**config.mk**
```make
export PLATFORM = sky130hd
export DESIGN_NAME = lfu_cache_table_unit_flat
export DESIGN_NICKNAME = d
export VERILOG_FILES = /design/src/rtl/core/lfu_pkg.sv /design/src/rtl/core/lfu_req_if.sv /design/src/rtl/core/lfu_rsp_if.sv /design/src/rtl/core/lfu_ctrl.sv /design/src/rtl/core/lfu_dp.sv /design/src/rtl/core/lfu_cache_table_unit.sv /design/src/flat_wrapper.sv
export SDC_FILE = /design/constraint.sdc
export NUM_CORES = 2
export LEC_CHECK = 0
export BUFFER_PORTS_ARGS = -buffer_cell sky130_fd_sc_hd__buf_2
export CAP_MARGIN = 15
export CORE_MARGIN = 5
export CORE_UTILIZATION = 39
export CTS_CLUSTER_SIZE = 24
export DETAILED_ROUTE_END_ITERATION = 16
export PLACE_DENSITY_LB_ADDON = 0.3
export SLEW_MARGIN = 5
export SYNTH_ARGS = -nofsm -noshare
export SYNTH_HDL_FRONTEND = slang
export SYNTH_HIERARCHICAL = 1
export SYNTH_SLANG_ARGS = --single-unit
```
**constraint.sdc**
```tcl
create_clock -name clk_i -period 6.6 [get_ports clk_i]
set_input_delay 0.33 -clock clk_i [delete_from_list [all_inputs] [get_ports clk_i]]
set_output_delay 0.33 -clock clk_i [all_outputs]
set_load 0.01 [all_outputs]
```
**src/rtl/core/lfu_pkg.sv**
```systemverilog
// ----------------------------------------------------------------------------
// lfu_pkg
// Shared constants and types for the LFU cache table.
// ----------------------------------------------------------------------------
package lfu_pkg;
  localparam int unsigned EntriesDef   = 16;
  localparam int unsigned CountBitsDef = 16;
  localparam int unsigned KeyW         = 32;
  localparam int unsigned ValW         = 32;
  localparam int unsigned CapW         = 5;

  localparam logic OpGet = 1'b0;
  localparam logic OpPut = 1'b1;

  typedef struct packed {
    logic start;    // latch item, clear scan state
    logic scan;     // examine entry at scan index
    logic commit;   // apply update for the item
    logic rank;     // age one entry's rank at scan index
    logic finish;   // load output register
  } lfu_cmd_t;

  typedef struct packed {
    logic scan_last;
    logic do_update;  // commit selects a slot to make most recent
  } lfu_sts_t;
endpackage

```
**src/rtl/core/lfu_req_if.sv**
```systemverilog
// ----------------------------------------------------------------------------
// lfu_req_if
// Request channel: op, key and value.
// ----------------------------------------------------------------------------
interface lfu_req_if;
  logic               valid;
  logic               ready;
  logic               op;
  logic [31:0]        lookup_key;
  logic signed [31:0] write_value;
  modport source (output valid, op, lookup_key, write_value, input ready);
  modport sink   (input valid, op, lookup_key, write_value, output ready);
endinterface

```
**src/rtl/core/lfu_rsp_if.sv**
```systemverilog
// ----------------------------------------------------------------------------
// lfu_rsp_if
// Response channel: found, read value, evicted.
// ----------------------------------------------------------------------------
interface lfu_rsp_if;
  logic               valid;
  logic               ready;
  logic               found;
  logic signed [31:0] read_value;
  logic               evicted;
  modport source (output valid, found, read_value, evicted, input ready);
  modport sink   (input valid, found, read_value, evicted, output ready);
endinterface

```
**src/rtl/core/lfu_ctrl.sv**
```systemverilog
// ----------------------------------------------------------------------------
// lfu_ctrl
// Sequencer: lookup scan, commit, rank-aging scan, response.
// ----------------------------------------------------------------------------
module lfu_ctrl (
  input  logic              clk_i,
  input  logic              rst_ni,
  input  logic              in_valid_i,
  output logic              in_ready_o,
  input  logic              out_busy_i,
  input  lfu_pkg::lfu_sts_t sts_i,
  output lfu_pkg::lfu_cmd_t cmd_o
);
  import lfu_pkg::*;

  localparam logic [2:0] StIdle   = 3'd0;
  localparam logic [2:0] StScan   = 3'd1;
  localparam logic [2:0] StCommit = 3'd2;
  localparam logic [2:0] StRank   = 3'd3;
  localparam logic [2:0] StDone   = 3'd4;

  logic [2:0] state_q, state_d;

  always_comb begin
    state_d    = state_q;
    cmd_o      = '0;
    in_ready_o = 1'b0;
    case (state_q)
      StIdle: begin
        in_ready_o = 1'b1;
        if (in_valid_i) begin
          cmd_o.start = 1'b1;
          state_d     = StScan;
        end
      end
      StScan: begin
        cmd_o.scan = 1'b1;
        if (sts_i.scan_last) state_d = StCommit;
      end
      StCommit: begin
        cmd_o.commit = 1'b1;
        state_d      = sts_i.do_update ? StRank : StDone;
      end
      StRank: begin
        cmd_o.rank = 1'b1;
        if (sts_i.scan_last) state_d = StDone;
      end
      StDone: begin
        if (!out_busy_i) begin
          cmd_o.finish = 1'b1;
          state_d      = StIdle;
        end
      end
      default: state_d = StIdle;
    endcase
  end

  always_ff @(posedge clk_i or negedge rst_ni) begin
    if (!rst_ni) state_q <= StIdle;
    else         state_q <= state_d;
  end
endmodule

```
**src/rtl/core/lfu_dp.sv**
```systemverilog
// ----------------------------------------------------------------------------
// lfu_dp
// Entry store and scan datapath: key match, victim search, update, aging.
// ----------------------------------------------------------------------------
module lfu_dp #(
  parameter int unsigned Entries   = lfu_pkg::EntriesDef,
  parameter int unsigned CountBits = lfu_pkg::CountBitsDef
) (
  input  logic                     clk_i,
  input  logic                     rst_ni,
  input  lfu_pkg::lfu_cmd_t        cmd_i,
  output lfu_pkg::lfu_sts_t        sts_o,
  input  logic [lfu_pkg::CapW-1:0] cap_i,
  input  logic                     op_i,
  input  logic [31:0]              key_i,
  input  logic signed [31:0]       wval_i,
  output logic                     found_o,
  output logic signed [31:0]       rval_o,
  output logic                     evicted_o
);
  import lfu_pkg::*;

  localparam int unsigned IdxW = (Entries > 1) ? $clog2(Entries) : 1;
  localparam int unsigned UseW = $clog2(Entries + 1);
  localparam logic [CountBits-1:0] CntMax = '1;
  localparam logic [IdxW-1:0] IdxLast = IdxW'(Entries - 1);

  logic [Entries-1:0]   valid_q;
  logic [KeyW-1:0]      key_mem  [Entries];
  logic [ValW-1:0]      val_mem  [Entries];
  logic [CountBits-1:0] cnt_mem  [Entries];
  logic [IdxW-1:0]      rank_mem [Entries];

  logic                 op_q;
  logic [KeyW-1:0]      key_q;
  logic [ValW-1:0]      wval_q;
  logic [IdxW-1:0]      idx_q;
  logic [UseW-1:0]      used_q;
  logic                 hit_q, free_q, vic_q;
  logic [IdxW-1:0]      hit_idx_q, free_idx_q, vic_idx_q;
  logic [CountBits-1:0] vic_cnt_q;
  logic [IdxW-1:0]      vic_rank_q;
  logic [IdxW-1:0]      sel_q;       // slot made most recent
  logic [UseW-1:0]      old_q;       // its previous rank (or fill)
  logic                 found_q, ev_q;
  logic [ValW-1:0]      rval_q;

  logic                 cur_v;
  logic [CountBits-1:0] cur_cnt;
  logic [IdxW-1:0]      cur_rank;
  logic                 better;
  logic [UseW-1:0]      cap_sat;
  logic                 full;

  assign cur_v    = valid_q[idx_q];
  assign cur_cnt  = cnt_mem[idx_q];
  assign cur_rank = rank_mem[idx_q];
  assign better   = !vic_q || (cur_cnt < vic_cnt_q) ||
                    (cur_cnt == vic_cnt_q && cur_rank > vic_rank_q);
  assign cap_sat  = (32'(cap_i) > Entries) ? UseW'(Entries) : UseW'(cap_i);
  assign full     = used_q >= cap_sat;

  assign sts_o.scan_last = (idx_q == IdxLast);
  assign sts_o.do_update = hit_q || (op_q == OpPut && cap_sat != '0 &&
                           ((full && vic_q) || free_q));

  always_ff @(posedge clk_i or negedge rst_ni) begin
    if (!rst_ni) valid_q <= '0;
    else if (cmd_i.commit && !hit_q && sts_o.do_update)
      valid_q[(full && vic_q) ? vic_idx_q : free_idx_q] <= 1'b1;
  end

  always_ff @(posedge clk_i) begin
    if (cmd_i.start) begin
      op_q <= op_i; key_q <= key_i; wval_q <= wval_i;
      idx_q <= '0; used_q <= '0;
      hit_q <= 1'b0; free_q <= 1'b0; vic_q <= 1'b0;
      found_q <= 1'b0; ev_q <= 1'b0; rval_q <= '0;
    end
    if (cmd_i.scan) begin
      if (cur_v) begin
        used_q <= used_q + 1'b1;
        if (!hit_q && key_mem[idx_q] == key_q) begin
          hit_q <= 1'b1; hit_idx_q <= idx_q;
        end
        if (better) begin
          vic_q <= 1'b1; vic_idx_q <= idx_q;
          vic_cnt_q <= cur_cnt; vic_rank_q <= cur_rank;
        end
      end else if (!free_q) begin
        free_q <= 1'b1; free_idx_q <= idx_q;
      end
      idx_q <= sts_o.scan_last ? '0 : idx_q + 1'b1;
    end
    if (cmd_i.commit) begin
      if (hit_q) begin
        found_q <= 1'b1;
        if (op_q == OpGet) rval_q <= val_mem[hit_idx_q];
        else val_mem[hit_idx_q] <= wval_q;
        if (cnt_mem[hit_idx_q] != CntMax)
          cnt_mem[hit_idx_q] <= cnt_mem[hit_idx_q] + 1'b1;
        sel_q <= hit_idx_q;
        old_q <= UseW'(rank_mem[hit_idx_q]);
      end else if (sts_o.do_update) begin
        if (full && vic_q) begin
          ev_q <= 1'b1;
          sel_q <= vic_idx_q; old_q <= UseW'(vic_rank_q);
          key_mem[vic_idx_q] <= key_q; val_mem[vic_idx_q] <= wval_q;
          cnt_mem[vic_idx_q] <= CountBits'(1);
        end else begin
          sel_q <= free_idx_q; old_q <= used_q;
          key_mem[free_idx_q] <= key_q; val_mem[free_idx_q] <= wval_q;
          cnt_mem[free_idx_q] <= CountBits'(1);
        end
      end
    end
    // aging pass; valid_q already includes a newly filled slot
    if (cmd_i.rank) begin
      if (idx_q == sel_q) rank_mem[idx_q] <= '0;
      else if (cur_v && UseW'(cur_rank) < old_q) rank_mem[idx_q] <= cur_rank + 1'b1;
      idx_q <= sts_o.scan_last ? '0 : idx_q + 1'b1;
    end
  end

  assign found_o   = found_q;
  assign rval_o    = rval_q;
  assign evicted_o = ev_q;
endmodule

```
**src/rtl/core/lfu_cache_table_unit.sv**
```systemverilog
// An item runs a lookup scan that reads one entry per cycle, then a commit
// step, then, when it updates an entry, a rank-aging scan over the
// single-ported entry store; a miss that changes nothing skips the aging
// scan. The result sits in an output register, so the next item is accepted
// once it is loaded. The table resets empty.
// ----------------------------------------------------------------------------
// lfu_cache_table_unit
// LFU key/value cache with LRU tie break, sequential scan datapath.
// ----------------------------------------------------------------------------
module lfu_cache_table_unit #(
  parameter int unsigned Entries   = lfu_pkg::EntriesDef,
  parameter int unsigned CountBits = lfu_pkg::CountBitsDef
) (
  input  logic                     clk_i,
  input  logic                     rst_ni,
  input  logic                     cfg_we_i,
  input  logic [lfu_pkg::CapW-1:0] cfg_wdata_i,
  lfu_req_if.sink                  req,
  lfu_rsp_if.source                rsp
);
  import lfu_pkg::*;

  lfu_cmd_t        cmd;
  lfu_sts_t        sts;
  logic [CapW-1:0] cap_q;
  logic            out_v_q;
  logic            found, evicted;
  logic [ValW-1:0] rval;
  logic            found_q, evicted_q;
  logic [ValW-1:0] rval_q;

  always_ff @(posedge clk_i or negedge rst_ni) begin
    if (!rst_ni) cap_q <= CapW'(16);
    else if (cfg_we_i) cap_q <= cfg_wdata_i;
  end

  lfu_ctrl u_ctrl (
    .clk_i, .rst_ni,
    .in_valid_i (req.valid),
    .in_ready_o (req.ready),
    .out_busy_i (out_v_q && !rsp.ready),
    .sts_i      (sts),
    .cmd_o      (cmd)
  );

  lfu_dp #(.Entries(Entries), .CountBits(CountBits)) u_dp (
    .clk_i, .rst_ni,
    .cmd_i (cmd), .sts_o (sts), .cap_i (cap_q),
    .op_i (req.op), .key_i (req.lookup_key), .wval_i (req.write_value),
    .found_o (found), .rval_o (rval), .evicted_o (evicted)
  );

  always_ff @(posedge clk_i or negedge rst_ni) begin
    if (!rst_ni) out_v_q <= 1'b0;
    else if (cmd.finish) out_v_q <= 1'b1;
    else if (rsp.ready) out_v_q <= 1'b0;
  end

  always_ff @(posedge clk_i) begin
    if (cmd.finish) begin
      found_q <= found; evicted_q <= evicted; rval_q <= rval;
    end
  end

  assign rsp.valid      = out_v_q;
  assign rsp.found      = found_q;
  assign rsp.read_value = rval_q;
  assign rsp.evicted    = evicted_q;

  a_finish_free: assert property (@(posedge clk_i) disable iff (!rst_ni)
    cmd.finish |-> (!out_v_q || rsp.ready)) else $error("response overwritten");
  a_ev_put: assert property (@(posedge clk_i) disable iff (!rst_ni)
    (rsp.valid && rsp.evicted) |-> !rsp.found) else $error("evict on hit");
  a_one_cmd: assert property (@(posedge clk_i) disable iff (!rst_ni)
    $onehot0(cmd)) else $error("overlapping commands");
endmodule
```
**src/flat_wrapper.sv**
```systemverilog
// flat-port wrapper written by rule: the top's interface ports become plain ports
module lfu_cache_table_unit_flat import lfu_pkg::*;
#(
  parameter int unsigned Entries   = lfu_pkg::EntriesDef,
  parameter int unsigned CountBits = lfu_pkg::CountBitsDef
)
  (clk_i, rst_ni, cfg_we_i, cfg_wdata_i, req_valid, req_op, req_lookup_key, req_write_value, req_ready, rsp_valid, rsp_found, rsp_read_value, rsp_evicted, rsp_ready);
  lfu_req_if req_i ();
  lfu_rsp_if rsp_i ();
  input  logic clk_i;
  input  logic rst_ni;
  input  logic cfg_we_i;
  input  logic [lfu_pkg::CapW-1:0] cfg_wdata_i;
  input wire logic [$bits(req_i.valid)-1:0] req_valid;
  input wire logic [$bits(req_i.op)-1:0] req_op;
  input wire logic [$bits(req_i.lookup_key)-1:0] req_lookup_key;
  input wire logic [$bits(req_i.write_value)-1:0] req_write_value;
  output wire logic [$bits(req_i.ready)-1:0] req_ready;
  output wire logic [$bits(rsp_i.valid)-1:0] rsp_valid;
  output wire logic [$bits(rsp_i.found)-1:0] rsp_found;
  output wire logic [$bits(rsp_i.read_value)-1:0] rsp_read_value;
  output wire logic [$bits(rsp_i.evicted)-1:0] rsp_evicted;
  input wire logic [$bits(rsp_i.ready)-1:0] rsp_ready;
  assign req_i.valid = req_valid;
  assign req_i.op = req_op;
  assign req_i.lookup_key = req_lookup_key;
  assign req_i.write_value = req_write_value;
  assign req_ready = req_i.ready;
  assign rsp_valid = rsp_i.valid;
  assign rsp_found = rsp_i.found;
  assign rsp_read_value = rsp_i.read_value;
  assign rsp_evicted = rsp_i.evicted;
  assign rsp_i.ready = rsp_ready;
  lfu_cache_table_unit #(.Entries(Entries), .CountBits(CountBits)) u_core (.clk_i(clk_i), .rst_ni(rst_ni), .cfg_we_i(cfg_we_i), .cfg_wdata_i(cfg_wdata_i), .req(req_i), .rsp(rsp_i));
endmodule
```
==> key figures <==
Timing
  • Tmin final: 4.88 ns
  • Setup TNS: 0 ns
  • Slew margin rel.: 25.1%
  • Worst slew pin tran: 1.12 ns
  • Hold Fails Final Rpt: 0
  • Setup Viol. Count Final: 0
  • RSZ-0062 raised after global routing: false
  • Final Cycle Share: 74.0%
  • Worst Skew: 0.0371 ns
  • Fmax: around 0.20 GHz
  • Fin. max-slew vios: 0

Floorplanning
  • Initial Util: roughly 40%
  • Core ar.: 161000 um^2
  • Die Wd: 412 um
  • I/O pin cnt: about 110
  • Cell Rows: 147
  • Die height: a little over 400 um
  • DIE AREA: 170000 um^2

Power
  • Pwr/cell area: 347 nW/um^2
  • Clock power share: 35.5%
  • Worst IR Drop VDD: 0.000317 V
  • Sw Ratio: 26.4%
  • Sequential share of power: between 40% and 50%
  • Int Pwr: around 19 mW
  • P_sw: between 6 and 7 mW
  • Gate power share: approximately 18%
  • Final Power: 25.3 mW
  • P_leak: 23.1 nW

Clock tree
  • Clock Latency Late Sink: 0.79 ns
  • CTS tree: yes
  • Clk Tree Root Cell: clkbuf_16
  • Clk sinks: 1563
  • Clock Path Buffers: 3
  • Htree depth: 4
  • # resized after CTS: 0
  • Num CTS Buffers: 161
  • Reg clk slew, reported paths: 0.06 ns

Yosys
  • Ys async rst share: 1.60%
  • Sequential area share after synthesis: 73.4%
  • Post-synth top area share: 70.8%
  • Synth warn: 6
  • Number of synthesized flops with an enable pin: 1488
  • Post-Syn Area: 63100 um^2
  • FF+latch count, synth: 1563
  • Largest area contributor in the netlist: edfxtp_1
  • Most used DFF post-synth: edfxtp_1
  • Gate Count Post-Synth: 2978
  • Synth cell types: 70
  • Syn Area/Cell: 21.2 um^2
  • Synth area leaders: edfxtp_1 71%, mux4_2 17%, mux2i_1 1.6%, dfxtp_1 1.6%, dfrtp_1 0.95%
  • Syn Nets: 3088

Place
  • RePlAce Congestion: 0.785
  • Port Buf Inserts: 110
  • DP HPWL: 81600 um

Detailed routing
  • Routed len/inst: 26.3 um
  • DRC violations left: 0
  • 1st-iter DRT viols: 2757
  • Via count: 30700
  • Total wire length: 147000 um
  • Drt via density: ~5.5
  • DRT Pass-1 Iters: 5
  • Final ANT Viol Nets: 0

Global route
  • Total Routing Usage GR: 17.3%
  • First-pass GRT wire length: 216000 um
  • Global route total overflow: 0
  • Largest net degree at the start of global routing: 162
  • Vias in the first global route: 32000
  • Antenna violations before repair: 6

Setup path
  • Reg-to-reg slack, setup: 1.72 ns
  • RR Endpoint: u_core/u_dp/vic_cnt_q[0]
  • Worst EP required: 7.08 ns
  • CP endpoint kind: flip-flop
  • Worst Path Max Fanout: 42
  • Crit Path Class: flip-flop to flip-flop
  • WP data arrival: 5.36 ns
  • Startpoint types: flip-flop
  • Register-to-Register Path Depth: 12

Layout
  • Most common cell after layout, fill and taps aside: edfxtp_1
  • Synthesis-to-finish area growth: 15.5%
  • Fraction of layout cells with a size suffix above 1: 29.9%
  • Most used cells in the layout excluding fill and tap cells: 1488 x edfxtp_1, 477 x mux4_2, 164 x clkbuf_16
  • Total Nets Final: 3392
  • Core Util, Final: 45.3%

Run
  • Max-cap violation count: 0

Status
  • Status: finished clean

Hold path
  • HP Class: input pin to async pin
==> power groups by stage <==
stage / clock network, mW / registers (mW) / logic, mW
finish: 8.98 / 11.8 / 4.52
global placement: 0 / 12.0 / 4.51
floorplan: 0 / 11.6 / 3.50
detailed placement: 0 / 12.0 / 4.53
CTS: 9.17 / 11.8 / 4.58
global route: 9.62 / 11.9 / 4.90
==> critical path, stage by stage (launching register included) <==
cell,delay [ns]
dfxtp_4,0.92
buf_4,0.33
mux4_2,0.50
mux4_2,0.48
ha_1,0.30
nor2b_1,0.13
o21ai_0,0.15
nand2b_1,0.08
a21oi_1,0.24
o21ai_0,0.24
a221o_1,0.41
a21oi_2,0.51
buf_12,0.24
==> flip-flops by register name, summed over array words and instances (netlist names), 3 cells and up, named ones only <==
name                    cells
u_core/u_dp/valid_q        16
u_core/u_ctrl/state_q       3
u_core/u_dp/idx_q           4
u_core/u_dp/key_mem       512
u_core/cap_q                5
u_core/rsp.read_value      32
u_core/u_dp/vic_cnt_q      16
u_core/u_dp/sel_q           4
u_core/u_dp/key_q          32
u_core/u_dp/rank_mem       64
u_core/u_dp/rval_o         32
u_core/u_dp/val_mem       512
u_core/u_dp/free_idx_q      4
u_core/u_dp/cnt_mem       256
u_core/u_dp/used_q          5
u_core/u_dp/vic_idx_q       4
u_core/u_dp/old_q           5
u_core/u_dp/wval_q         32
u_core/u_dp/hit_idx_q       4
u_core/u_dp/vic_rank_q      4
==> layer usage <==
layer  up-vias  wire length, um  track usage (%)
met1     16300            61500             23.3
li1      13100                -                -
met4         4             3280             4.43
met3       219             9470             3.77
met2       998            72500             28.7
met5         -               27                0
==> timing repair <==
action / in CTS / in global routing
setup buffers: 0 / 0
hold buffers: 78 / 0
endpoints found under the hold margin: 96 / 0
==> layout make-up <==
class	instances	area (um^2)
multi-input cells	1218	16200
diodes	4	10.0
inverters	46	175
repair buffers	292	2210
fillers	13500	87900
flip-flops and latches	1563	46300
well taps	2160	2700
clock inverters	82	862
clock buffers	213	4410
==> cell families after synthesis <==
group,share of synthesized area [%]
compound gates,2.05
mux,19.0
xor+xnor,0.639
buf+inv,1.39
fa+ha+maj,0.694
flops,73.4
simple gates,2.86
==> cell usage after synthesis (5+ instances only) <==
master and instances:
a211o_1 5, a211oi_1 10, a21o_1 14, a21oi_1 20, a22o_1 8, a22oi_1 13, and2_1 18, buf_1 22
buf_2 45, buf_4 9, buf_6 6, clkbuf_1 69, dfrtp_1 24, dfxtp_1 50, edfxtp_1 1488, ha_1 35
inv_1 43, mux2_2 10, mux2i_1 101, mux4_2 477, nand2_1 75, nand2b_1 41, nand3_1 19, nand3b_1 6
nand4_1 11, nor2_1 59, nor2b_1 13, nor3_1 54, nor3b_1 9, nor4_1 12, o2111ai_1 5, o211ai_1 8
o21ai_0 74, o21bai_1 7, o22ai_1 5, or2_2 12, or3_1 7, xnor2_1 24, xor2_1 22
==> worst max path at each step <==
stage,from,endpoint,slack [ns],depth (start not counted)
6_report,flip-flop,u_core/u_dp/vic_cnt_q[0],1.72,12
5_1_grt,flip-flop,u_core/u_dp/vic_cnt_q[0],1.37,12
4_1_cts,flip-flop,u_core/u_dp/vic_cnt_q[0],1.53,12
3_5_place_dp,flip-flop,u_core/u_dp/vic_cnt_q[0],1.53,12
3_3_place_gp,flip-flop,u_core/u_dp/vic_cnt_q[0],1.52,12
2_1_floorplan,u_core/u_ctrl/state_q[1],u_core/u_dp/idx_q[0],0.15,5
==> per-stage QoR <==
step	hold WS, ns	cell area [um^2]	cells	setup WS [ns]
after CTS	0.121	72900	5572	1.53
after global routing	0.202	72900	5575	1.37
after floorplan	0.0344	63100	2978	0.147
after global placement	0.418	66800	5199	1.52
final	0.163	72900	5578	1.72
after detailed placement	0.416	66800	5199	1.53
(Power assumes the default switching activity.)
